File: config.mk
export PLATFORM = sky130hd
export DESIGN_NAME = hex_text_decoder
export DESIGN_NICKNAME = d
export VERILOG_FILES = /design/src/sv/hxd_pkg.sv /design/src/sv/hex_text_decoder.sv /design/src/sv/hxd_front.sv /design/src/sv/hxd_queue.sv /design/src/sv/hxd_back.sv
export SDC_FILE = /design/constraint.sdc
export NUM_CORES = 1
export LEC_CHECK = 0
export ABC_AREA = 1
export BUFFER_PORTS_ARGS = -buffer_cell sky130_fd_sc_hd__buf_2
export CORE_MARGIN = 2
export CORE_UTILIZATION = 55
export CTS_CLUSTER_DIAMETER = 200
export DETAILED_ROUTE_END_ITERATION = 8
export GPL_TIMING_DRIVEN = 0
export PLACE_DENSITY = 0.75
export SKIP_CTS_REPAIR_TIMING = 1
export SLEW_MARGIN = 10
export SYNTH_ARGS = -nofsm -noshare
export SYNTH_HDL_FRONTEND = slang
export SYNTH_HIERARCHICAL = 1
export SYNTH_SLANG_ARGS = --single-unit
File: constraint.sdc
create_clock -name clk -period 11.5 [get_ports clk]
set_input_delay 2.3 -clock clk [delete_from_list [all_inputs] [get_ports clk]]
set_output_delay 2.3 -clock clk [all_outputs]
set_load 0.02 [all_outputs]
File: src/sv/hxd_pkg.sv
// Shared types, constants and codes of the hex text decoder.
package hxd_pkg;

  localparam int CH_W        = 8;
  localparam int NIB_W       = 4;
  localparam int POS_W       = 17;
  localparam int CNT_W       = 16;
  localparam int MAX_LEN_DEF = 65536;
  localparam int Q_DEPTH     = 4;

  localparam logic [CNT_W-1:0] CNT_MAX = '1;

  localparam logic KIND_DATA   = 1'b0;
  localparam logic KIND_STATUS = 1'b1;

  // Character class decided by the front end
  typedef enum logic [1:0] {
    CLS_DIGIT,
    CLS_SKIP,
    CLS_NUL,
    CLS_BAD
  } cls_t;

  typedef enum logic [1:0] {
    ST_OK,
    ST_BAD,
    ST_ODD
  } status_t;

  // One classified character as it travels through the queue
  typedef struct packed {
    cls_t             cls;
    logic [NIB_W-1:0] nib;
    logic             last;
  } entry_t;

endpackage

File: src/sv/hex_text_decoder.sv
// Hex text decoder top level: front classifier, queue and back end.
// Takes one character beat per cycle while in_ready is high and turns each pair of
// hex digits into a data byte, closing every message with one status beat. The
// classifier is pure logic in front of a four-entry queue, and the back end
// retires one queued character per cycle, while each result is taken, into a
// single result register. A digit that completes a byte on the last character
// yields two results and holds the back end on that character until both are
// loaded; the queue absorbs this and stalls on the result side until it is full,
// when in_ready drops. An accepted character passes a queue slot, then the result
// register. allow_space is to be written only while no message is in flight.
module hex_text_decoder import hxd_pkg::*; #(
  parameter int MAX_LEN = MAX_LEN_DEF
) (
  input  logic             clk,
  input  logic             rst,
  input  logic             cfg_we,
  input  logic             cfg_data,
  input  logic             in_valid,
  output logic             in_ready,
  input  logic [CH_W-1:0]  ch,
  input  logic             last_char,
  output logic             out_valid,
  input  logic             out_ready,
  output logic             kind,
  output logic [CH_W-1:0]  data_byte,
  output logic [1:0]       status,
  output logic [POS_W-1:0] position,
  output logic [CNT_W-1:0] byte_count,
  output logic             end_of_run
);

  logic   allow_space;
  entry_t front_entry;
  entry_t head_entry;
  logic   q_full;
  logic   head_valid;
  logic   pop;

  // Mode register
  always_ff @(posedge clk) begin
    if (rst) begin
      allow_space <= 1'b0;
    end else if (cfg_we) begin
      allow_space <= cfg_data;
    end
  end

  assign in_ready = !q_full;

  hxd_front u_front (
    .ch          (ch),
    .last_char   (last_char),
    .allow_space (allow_space),
    .entry       (front_entry)
  );

  hxd_queue u_queue (
    .clk        (clk),
    .rst        (rst),
    .push       (in_valid && in_ready),
    .push_entry (front_entry),
    .full       (q_full),
    .pop        (pop),
    .head_valid (head_valid),
    .head_entry (head_entry)
  );

  hxd_back #(
    .MAX_LEN (MAX_LEN)
  ) u_back (
    .clk         (clk),
    .rst         (rst),
    .allow_space (allow_space),
    .head_valid  (head_valid),
    .head_entry  (head_entry),
    .pop         (pop),
    .out_valid   (out_valid),
    .out_ready   (out_ready),
    .kind        (kind),
    .data_byte   (data_byte),
    .status      (status),
    .position    (position),
    .byte_count  (byte_count),
    .end_of_run  (end_of_run)
  );

endmodule

File: src/sv/hxd_front.sv
// Front end: classifies each incoming character and converts digits to nibbles.
module hxd_front import hxd_pkg::*; (
  input  logic [CH_W-1:0] ch,
  input  logic            last_char,
  input  logic            allow_space,
  output entry_t          entry
);

  logic is_dec;
  logic is_upper;
  logic is_lower;
  logic is_ws;

  // Sort the character into digit, skipped whitespace, NUL or bad
  always_comb begin
    is_dec   = ch inside {[8'h30:8'h39]};
    is_upper = ch inside {[8'h41:8'h46]};
    is_lower = ch inside {[8'h61:8'h66]};
    is_ws    = ch inside {[8'd9:8'd13], 8'd32};

    entry.last = last_char;
    entry.nib  = '0;
    if (is_dec) begin
      entry.cls = CLS_DIGIT;
      entry.nib = ch[NIB_W-1:0];
    end else if (is_upper || is_lower) begin
      entry.cls = CLS_DIGIT;
      entry.nib = ch[NIB_W-1:0] + NIB_W'(9);
    end else if (is_ws && allow_space) begin
      entry.cls = CLS_SKIP;
    end else if (ch == '0) begin
      entry.cls = CLS_NUL;
    end else begin
      entry.cls = CLS_BAD;
    end
  end

endmodule

File: src/sv/hxd_queue.sv
// Short queue of classified characters between front and back end.
module hxd_queue import hxd_pkg::*; (
  input  logic   clk,
  input  logic   rst,
  input  logic   push,
  input  entry_t push_entry,
  output logic   full,
  input  logic   pop,
  output logic   head_valid,
  output entry_t head_entry
);

  localparam int PTR_W = (Q_DEPTH > 1) ? $clog2(Q_DEPTH) : 1;
  localparam int CNT_QW = $clog2(Q_DEPTH + 1);

  entry_t             slots [Q_DEPTH];
  logic [PTR_W-1:0]   wr_ptr;
  logic [PTR_W-1:0]   rd_ptr;
  logic [CNT_QW-1:0]  fill;

  assign full       = (fill == CNT_QW'(Q_DEPTH));
  assign head_valid = (fill != '0);
  assign head_entry = slots[rd_ptr];

  // Store a beat at the write pointer
  always_ff @(posedge clk) begin
    if (push) begin
      slots[wr_ptr] <= push_entry;
    end
  end

  // Advance pointers and track the fill level
  always_ff @(posedge clk) begin
    if (rst) begin
      wr_ptr <= '0;
      rd_ptr <= '0;
      fill   <= '0;
    end else begin
      if (push) begin
        wr_ptr <= (wr_ptr == PTR_W'(Q_DEPTH - 1)) ? '0 : wr_ptr + 1'b1;
      end
      if (pop) begin
        rd_ptr <= (rd_ptr == PTR_W'(Q_DEPTH - 1)) ? '0 : rd_ptr + 1'b1;
      end
      if (push && !pop) begin
        fill <= fill + 1'b1;
      end else if (pop && !push) begin
        fill <= fill - 1'b1;
      end
    end
  end

endmodule

File: src/sv/hxd_back.sv
// Back end: pairs nibbles, tracks message state and drives the result register.
module hxd_back import hxd_pkg::*; #(
  parameter int MAX_LEN = MAX_LEN_DEF
) (
  input  logic             clk,
  input  logic             rst,
  input  logic             allow_space,
  input  logic             head_valid,
  input  entry_t           head_entry,
  output logic             pop,
  output logic             out_valid,
  input  logic             out_ready,
  output logic             kind,
  output logic [CH_W-1:0]  data_byte,
  output logic [1:0]       status,
  output logic [POS_W-1:0] position,
  output logic [CNT_W-1:0] byte_count,
  output logic             end_of_run
);

  localparam int IDX_W = $clog2(MAX_LEN + 1);
  localparam int EXT_W = (IDX_W > POS_W) ? IDX_W : POS_W;

  // Message state
  logic [NIB_W-1:0] high_nibble, high_nibble_next;
  logic             half_pending, half_pending_next;
  logic             stopped, stopped_next;
  logic [IDX_W-1:0] char_index, char_index_next;
  logic [CNT_W-1:0] bytes_done, bytes_done_next;
  logic             phase, phase_next;

  // Result being loaded
  logic             load;
  logic             res_kind;
  logic [CH_W-1:0]  res_data;
  status_t          res_status;
  logic [POS_W-1:0] res_pos;

  logic             go;
  logic             done;
  logic [EXT_W-1:0] idx_ext;
  logic [POS_W-1:0] idx_pos;
  logic [POS_W-1:0] idx_pos1;

  assign go       = head_valid && (!out_valid || out_ready);
  assign idx_ext  = EXT_W'(char_index);
  assign idx_pos  = idx_ext[POS_W-1:0];
  assign idx_pos1 = idx_pos + 1'b1;

  // Execute the head beat of the queue
  always_comb begin
    high_nibble_next  = high_nibble;
    half_pending_next = half_pending;
    stopped_next      = stopped;
    char_index_next   = char_index;
    bytes_done_next   = bytes_done;
    phase_next        = phase;
    pop               = 1'b0;
    load              = 1'b0;
    done              = 1'b0;
    res_kind          = KIND_DATA;
    res_data          = '0;
    res_status        = ST_OK;
    res_pos           = '0;

    if (go) begin
      if (char_index < IDX_W'(MAX_LEN)) begin
        char_index_next = char_index + 1'b1;
      end
      if (phase) begin
        // Closing status after a byte completed on the last character
        res_kind = KIND_STATUS;
        load     = 1'b1;
        pop      = 1'b1;
        phase_next        = 1'b0;
        high_nibble_next  = '0;
        half_pending_next = 1'b0;
        stopped_next      = 1'b0;
        char_index_next   = '0;
        bytes_done_next   = '0;
      end else if (stopped) begin
        pop = 1'b1;
        if (head_entry.last) begin
          high_nibble_next  = '0;
          half_pending_next = 1'b0;
          stopped_next      = 1'b0;
          char_index_next   = '0;
          bytes_done_next   = '0;
        end
      end else begin
        case (head_entry.cls)
          CLS_DIGIT: begin
            if (half_pending) begin
              load     = 1'b1;
              res_data = {high_nibble, head_entry.nib};
              if (bytes_done != CNT_MAX) begin
                bytes_done_next = bytes_done + 1'b1;
              end
              half_pending_next = 1'b0;
              if (head_entry.last) begin
                // Hold the beat for a second result
                phase_next      = 1'b1;
                char_index_next = char_index;
              end else begin
                pop = 1'b1;
              end
            end else begin
              high_nibble_next  = head_entry.nib;
              half_pending_next = 1'b1;
              if (head_entry.last) begin
                done       = 1'b1;
                res_status = ST_ODD;
                res_pos    = allow_space ? idx_pos1 : idx_pos;
              end else begin
                pop = 1'b1;
              end
            end
          end
          CLS_SKIP: begin
            if (head_entry.last) begin
              done = 1'b1;
              if (half_pending) begin
                res_status = ST_ODD;
                res_pos    = idx_pos1;
              end
            end else begin
              pop = 1'b1;
            end
          end
          CLS_NUL: begin
            done = 1'b1;
            if (allow_space && half_pending) begin
              res_status = ST_ODD;
              res_pos    = idx_pos1;
            end
          end
          default: begin
            done       = 1'b1;
            res_status = ST_BAD;
            res_pos    = idx_pos;
          end
        endcase

        if (done) begin
          res_kind = KIND_STATUS;
          load     = 1'b1;
          pop      = 1'b1;
          if (head_entry.last) begin
            high_nibble_next  = '0;
            half_pending_next = 1'b0;
            stopped_next      = 1'b0;
            char_index_next   = '0;
            bytes_done_next   = '0;
          end else begin
            stopped_next = 1'b1;
          end
        end
      end
    end
  end

  // Update message state
  always_ff @(posedge clk) begin
    if (rst) begin
      high_nibble  <= '0;
      half_pending <= 1'b0;
      stopped      <= 1'b0;
      char_index   <= '0;
      bytes_done   <= '0;
      phase        <= 1'b0;
    end else begin
      high_nibble  <= high_nibble_next;
      half_pending <= half_pending_next;
      stopped      <= stopped_next;
      char_index   <= char_index_next;
      bytes_done   <= bytes_done_next;
      phase        <= phase_next;
    end
  end

  // Hold the result beat until it is taken
  always_ff @(posedge clk) begin
    if (rst) begin
      out_valid <= 1'b0;
    end else if (load) begin
      out_valid <= 1'b1;
    end else if (out_ready) begin
      out_valid <= 1'b0;
    end
  end

  always_ff @(posedge clk) begin
    if (load) begin
      kind       <= res_kind;
      data_byte  <= res_data;
      status     <= res_status;
      position   <= res_pos;
      byte_count <= (res_kind == KIND_STATUS) ? bytes_done : '0;
      end_of_run <= (res_kind == KIND_STATUS);
    end
  end

  // The second result always belongs to a beat still at the queue head
  a_phase_head: assert property (@(posedge clk) disable iff (rst)
    phase |-> head_valid && head_entry.last)
    else $error("second result pending without a last beat at the head");

  // A stopped message never owes a second result
  a_stop_phase: assert property (@(posedge clk) disable iff (rst)
    stopped |-> !phase)
    else $error("stopped while a closing status is pending");

  // Entering the second phase follows the loading of a data byte
  a_phase_data: assert property (@(posedge clk) disable iff (rst)
    $rose(phase) |-> out_valid && (kind == KIND_DATA))
    else $error("closing phase without a data byte loaded");

  // Data beats never close a message
  a_data_eor: assert property (@(posedge clk) disable iff (rst)
    out_valid && (kind == KIND_DATA) |-> !end_of_run && (byte_count == '0))
    else $error("data beat carries status fields");

endmodule
==> metrics.md <==
| Metric | Value |
|---|---|
| CP Max Fanout | 9 |
| Finished Cell Area | 7480 um2 |
| Measured slew at the worst slew-check pin | 0.676 ns |
| Syn Inst Count | 778 |
| Final setup vio count | 0 |
| Slowest stage delay, CP | 0.41 ns |
| Total CTS buffers | 17 |
| Routed vias | 5518 |
| Die footprint | 12500 um2 |
| Vias in the first global route | 5282 |
| Final Max Tran Viols | 0 |
| Static Leak | 3.11 nW |
| # diodes | 0 |
| Initial antenna violation count | 0 |
| Area grow syn2layout | 17.1% |
| Max cap viols | 0 |
| Layout cells sized above 1 | 0.166 |
| Slew margin rel. | 0.548 |
| Post-Syn Area per Cell | 8.21 um2 |
| Placement Rows | 39 |
| Sink Count | 123 |
| Average wire per standard cell | 14.6 um |
| Initial Util | 0.562 |
| Synth unique cells | 45 |
| CP Launch Point | out_ready |
| Tmin final | 4.04 ns |
| Post-DRT Antenna Nets | 0 |
| Die width | 112 um |
| Reg2Reg Setup Slack | 8.03 ns |
| Register area share after synthesis | 0.499 |
| Critical path depth in cells | 13 |
| CP Capture Type | flop |
| GPL Wtd Cong | 0.941 |
| Initial DRC Count | 508 |
| CP arrival | 4.34 ns |
| CTS clk-pin slew, worst paths | 0.05 ns |
| RR Endpoint | u_queue/fill[1] |
| Htree depth | 4 |
| Layout Nets | 887 |
| Startpoint Class | input pin |
| Maximum VDD drop | 0.000163 V |
| Core ar. | 11400 um2 |
| Crit path cell chain | buf_2 -> inv_1 -> nand2_2 -> nand2_2 -> nor2_1 -> inv_1 -> o21ai_0 -> inv_1 -> ha_1 -> inv_1 -> fa_1 -> o21ai_0 -> nor2_1 |
| Setup crit end | u_queue/fill[1] |
| Setup TNS | 0 ns |
| RSZ-0062 raised after global routing | no |
| First-pass GRT wire length | 24700 um |
| Worst Skew | 0.00799 ns |
| Synth Register Bits | 123 |
| Hold Path Class | reg2reg |
| Final worst-path cycle share | 0.351 |
| Slowest CP cell | fa_1 |
| CP top delay family | adder cells |
| Clk_lat worst skew | 0.42 ns |
| Global-route usage over all layers | 0.249 |
| Syn nets | 807 |
| WL final | 14800 um |
| Setup CP Type | in2reg |
| Largest net degree at the start of global routing | 27 |
| IO Port Bufs | 60 |
| TritonCTS clock tree | yes |
| Drt pass-1 iters | 5 |
| Placed wire-length estimate | 10500 um |
| Drt drc | 0 |
| Status | finished clean |
| Synthesis Warnings | 6 |
| Pwr/cell area | 259 nW/um2 |
| Root cell of the clock tree | clkbuf_16 |
| Netlist Area Pre-Place | 6380 um2 |
| Bufs and invs on worst path | 5 |
| Die Span Y | 112 um |
| Via/cell ratio | 5.44 |
| CTS max path bufs | 2 |
| Fillcell total | 905 |
| Crit path top cell by count | inv_1 |
| Gr ovfl total | 0 |
| Reg2Reg Depth | 15 |
| CP required | 11.80 ns |
| Final hold vios | 0 |
| Post-DP Area | 6900 um2 |
| Highest Clock Rate | 248 MHz |
| Io pins | 62 |
==> layer usage <==
metal | global-route usage | share of wire | vias to the layer above
li1 | - | - | 2723
met1 | 0.318 | 0.43 | 2571
met4 | 0.0996 | 0.017 | 0
met5 | 0 | 0 | -
met3 | 0.0697 | 0.069 | 25
met2 | 0.402 | 0.48 | 199
==> metrics by stage <==
| step | setup WS (ns) | power, mW | util | hold WS [ns] | instances |
|---|---|---|---|---|---|
| floorplan | 5.07 | 1.18 | - | 0.430 | 778 |
| global placement | 3.46 | 1.40 | 0.604 | 0.442 | 981 |
| detailed placement | 7.06 | 1.41 | 0.606 | 0.450 | 982 |
| CTS | 7.48 | 1.94 | 0.658 | 0.459 | 1014 |
| global route | 7.26 | 2.05 | 0.658 | 0.481 | 1014 |
| finish | 7.46 | 1.94 | 0.658 | 0.457 | 1014 |
==> synth_stat cells (all sizes together) <==
cell / instances / area (um2)
inv: 108 / 405
nand4: 14 / 93.8
nor3: 9 / 50.1
o31ai: 1 / 7.51
o211a: 1 / 10.0
ha: 13 / 163
o2111ai: 1 / 8.76
xor2: 9 / 78.8
a31oi: 2 / 12.5
fa: 1 / 20.0
clkbuf: 9 / 35.0
edfxtp: 72 / 2160
a21oi: 58 / 317
o22ai: 9 / 56.3
dfxtp: 51 / 1020
a22o: 3 / 26.3
nand2: 194 / 753
nand3b: 2 / 15.0
xnor2: 4 / 35.0
nor2: 101 / 428
o21ai: 46 / 253
mux2i: 1 / 10.0
a22oi: 4 / 30.0
nand3: 47 / 250
buf: 12 / 93.8
o211ai: 3 / 22.5
a211oi: 3 / 27.5
==> worst reg2reg max path, delay by kind of cell, from the launching register on <==
| kind | cells | cell delay, ns |
|---|---|---|
| buf+inv | 5 | 0.74 |
| fa+ha+maj | 2 | 0.65 |
| flops | 1 | 0.39 |
| simple gates | 4 | 0.42 |
| compound gates | 4 | 1.14 |
==> cell type report <==
type / instances / area (um2) / area share
Sequential cell: 123 / 3180 / 0.426
Inverter: 108 / 405 / 0.0542
Clock inverter: 14 / 155 / 0.0207
Multi-Input combinational cell: 526 / 2680 / 0.358
Tap cell: 143 / 179 / 0.0239
Buffer: 21 / 129 / 0.0172
Timing Repair Buffer: 61 / 320 / 0.0428
Clock buffer: 18 / 429 / 0.0574
==> cells in the final DEF (no fill, tap or decap), types with 4 or more instances in the layout <==
| master | n |
|---|---|
| o22ai_1 | 9 |
| nand2_2 | 7 |
| o21ai_1 | 16 |
| xor2_1 | 9 |
| clkinv_2 | 6 |
| nand4_1 | 13 |
| nand2_1 | 186 |
| buf_4 | 6 |
| nand3_1 | 44 |
| dfxtp_1 | 51 |
| edfxtp_1 | 72 |
| nor3_1 | 8 |
| xnor2_1 | 4 |
| clkbuf_16 | 17 |
| a21oi_2 | 4 |
| a21oi_1 | 53 |
| nor2_1 | 93 |
| buf_2 | 63 |
| inv_2 | 9 |
| o21ai_0 | 25 |
| nor2_2 | 4 |
| inv_1 | 99 |
| clkbuf_1 | 9 |
| ha_1 | 13 |
| a22oi_1 | 4 |
==> flip-flops by register name (all words and copies together) (netlist names), 3 cells and up, named ones only <==
| name | cells |
|---|---|
| u_queue/fill | 3 |
| u_back/data_byte | 8 |
| u_back/position | 17 |
| u_back/bytes_done | 16 |
| u_back/char_index | 17 |
| u_back/high_nibble | 4 |
| u_queue/slots | 28 |
| u_back/byte_count | 16 |
==> logic make-up after synthesis <==
family                   synth area share
buffers and inverters              0.0837
XOR/XNOR                           0.0178
AND/OR/NAND/NOR                     0.249
adder cells (fa/ha/maj)            0.0286
multiplexers                      0.00157
flip-flops                          0.499
AO/OA/AOI/OAI                       0.121
==> report_power, final <==
| group | internal [mW] | switching (mW) |
|---|---|---|
| combinational | 0.205 | 0.544 |
| clock | 0.337 | 0.187 |
| sequential | 0.617 | 0.0483 |
| total | 1.16 | 0.779 |
==> how the worst min path moves through the flow <==
| stage | start | slack, ns | to | depth (start not counted) |
|---|---|---|---|---|
| after CTS | u_back/high_nibble[0] | 0.46 | u_back/high_nibble[0] | 2 |
| after floorplan | u_back/high_nibble[0] | 0.43 | u_back/high_nibble[0] | 2 |
| after global placement | u_back/high_nibble[0] | 0.44 | u_back/high_nibble[0] | 2 |
| after global routing | u_back/high_nibble[2] | 0.48 | u_back/high_nibble[2] | 2 |
| after detailed placement | u_back/high_nibble[0] | 0.45 | u_back/high_nibble[0] | 2 |
| final | u_back/high_nibble[0] | 0.46 | u_back/high_nibble[0] | 2 |
Power figures use the tool's default switching activity.
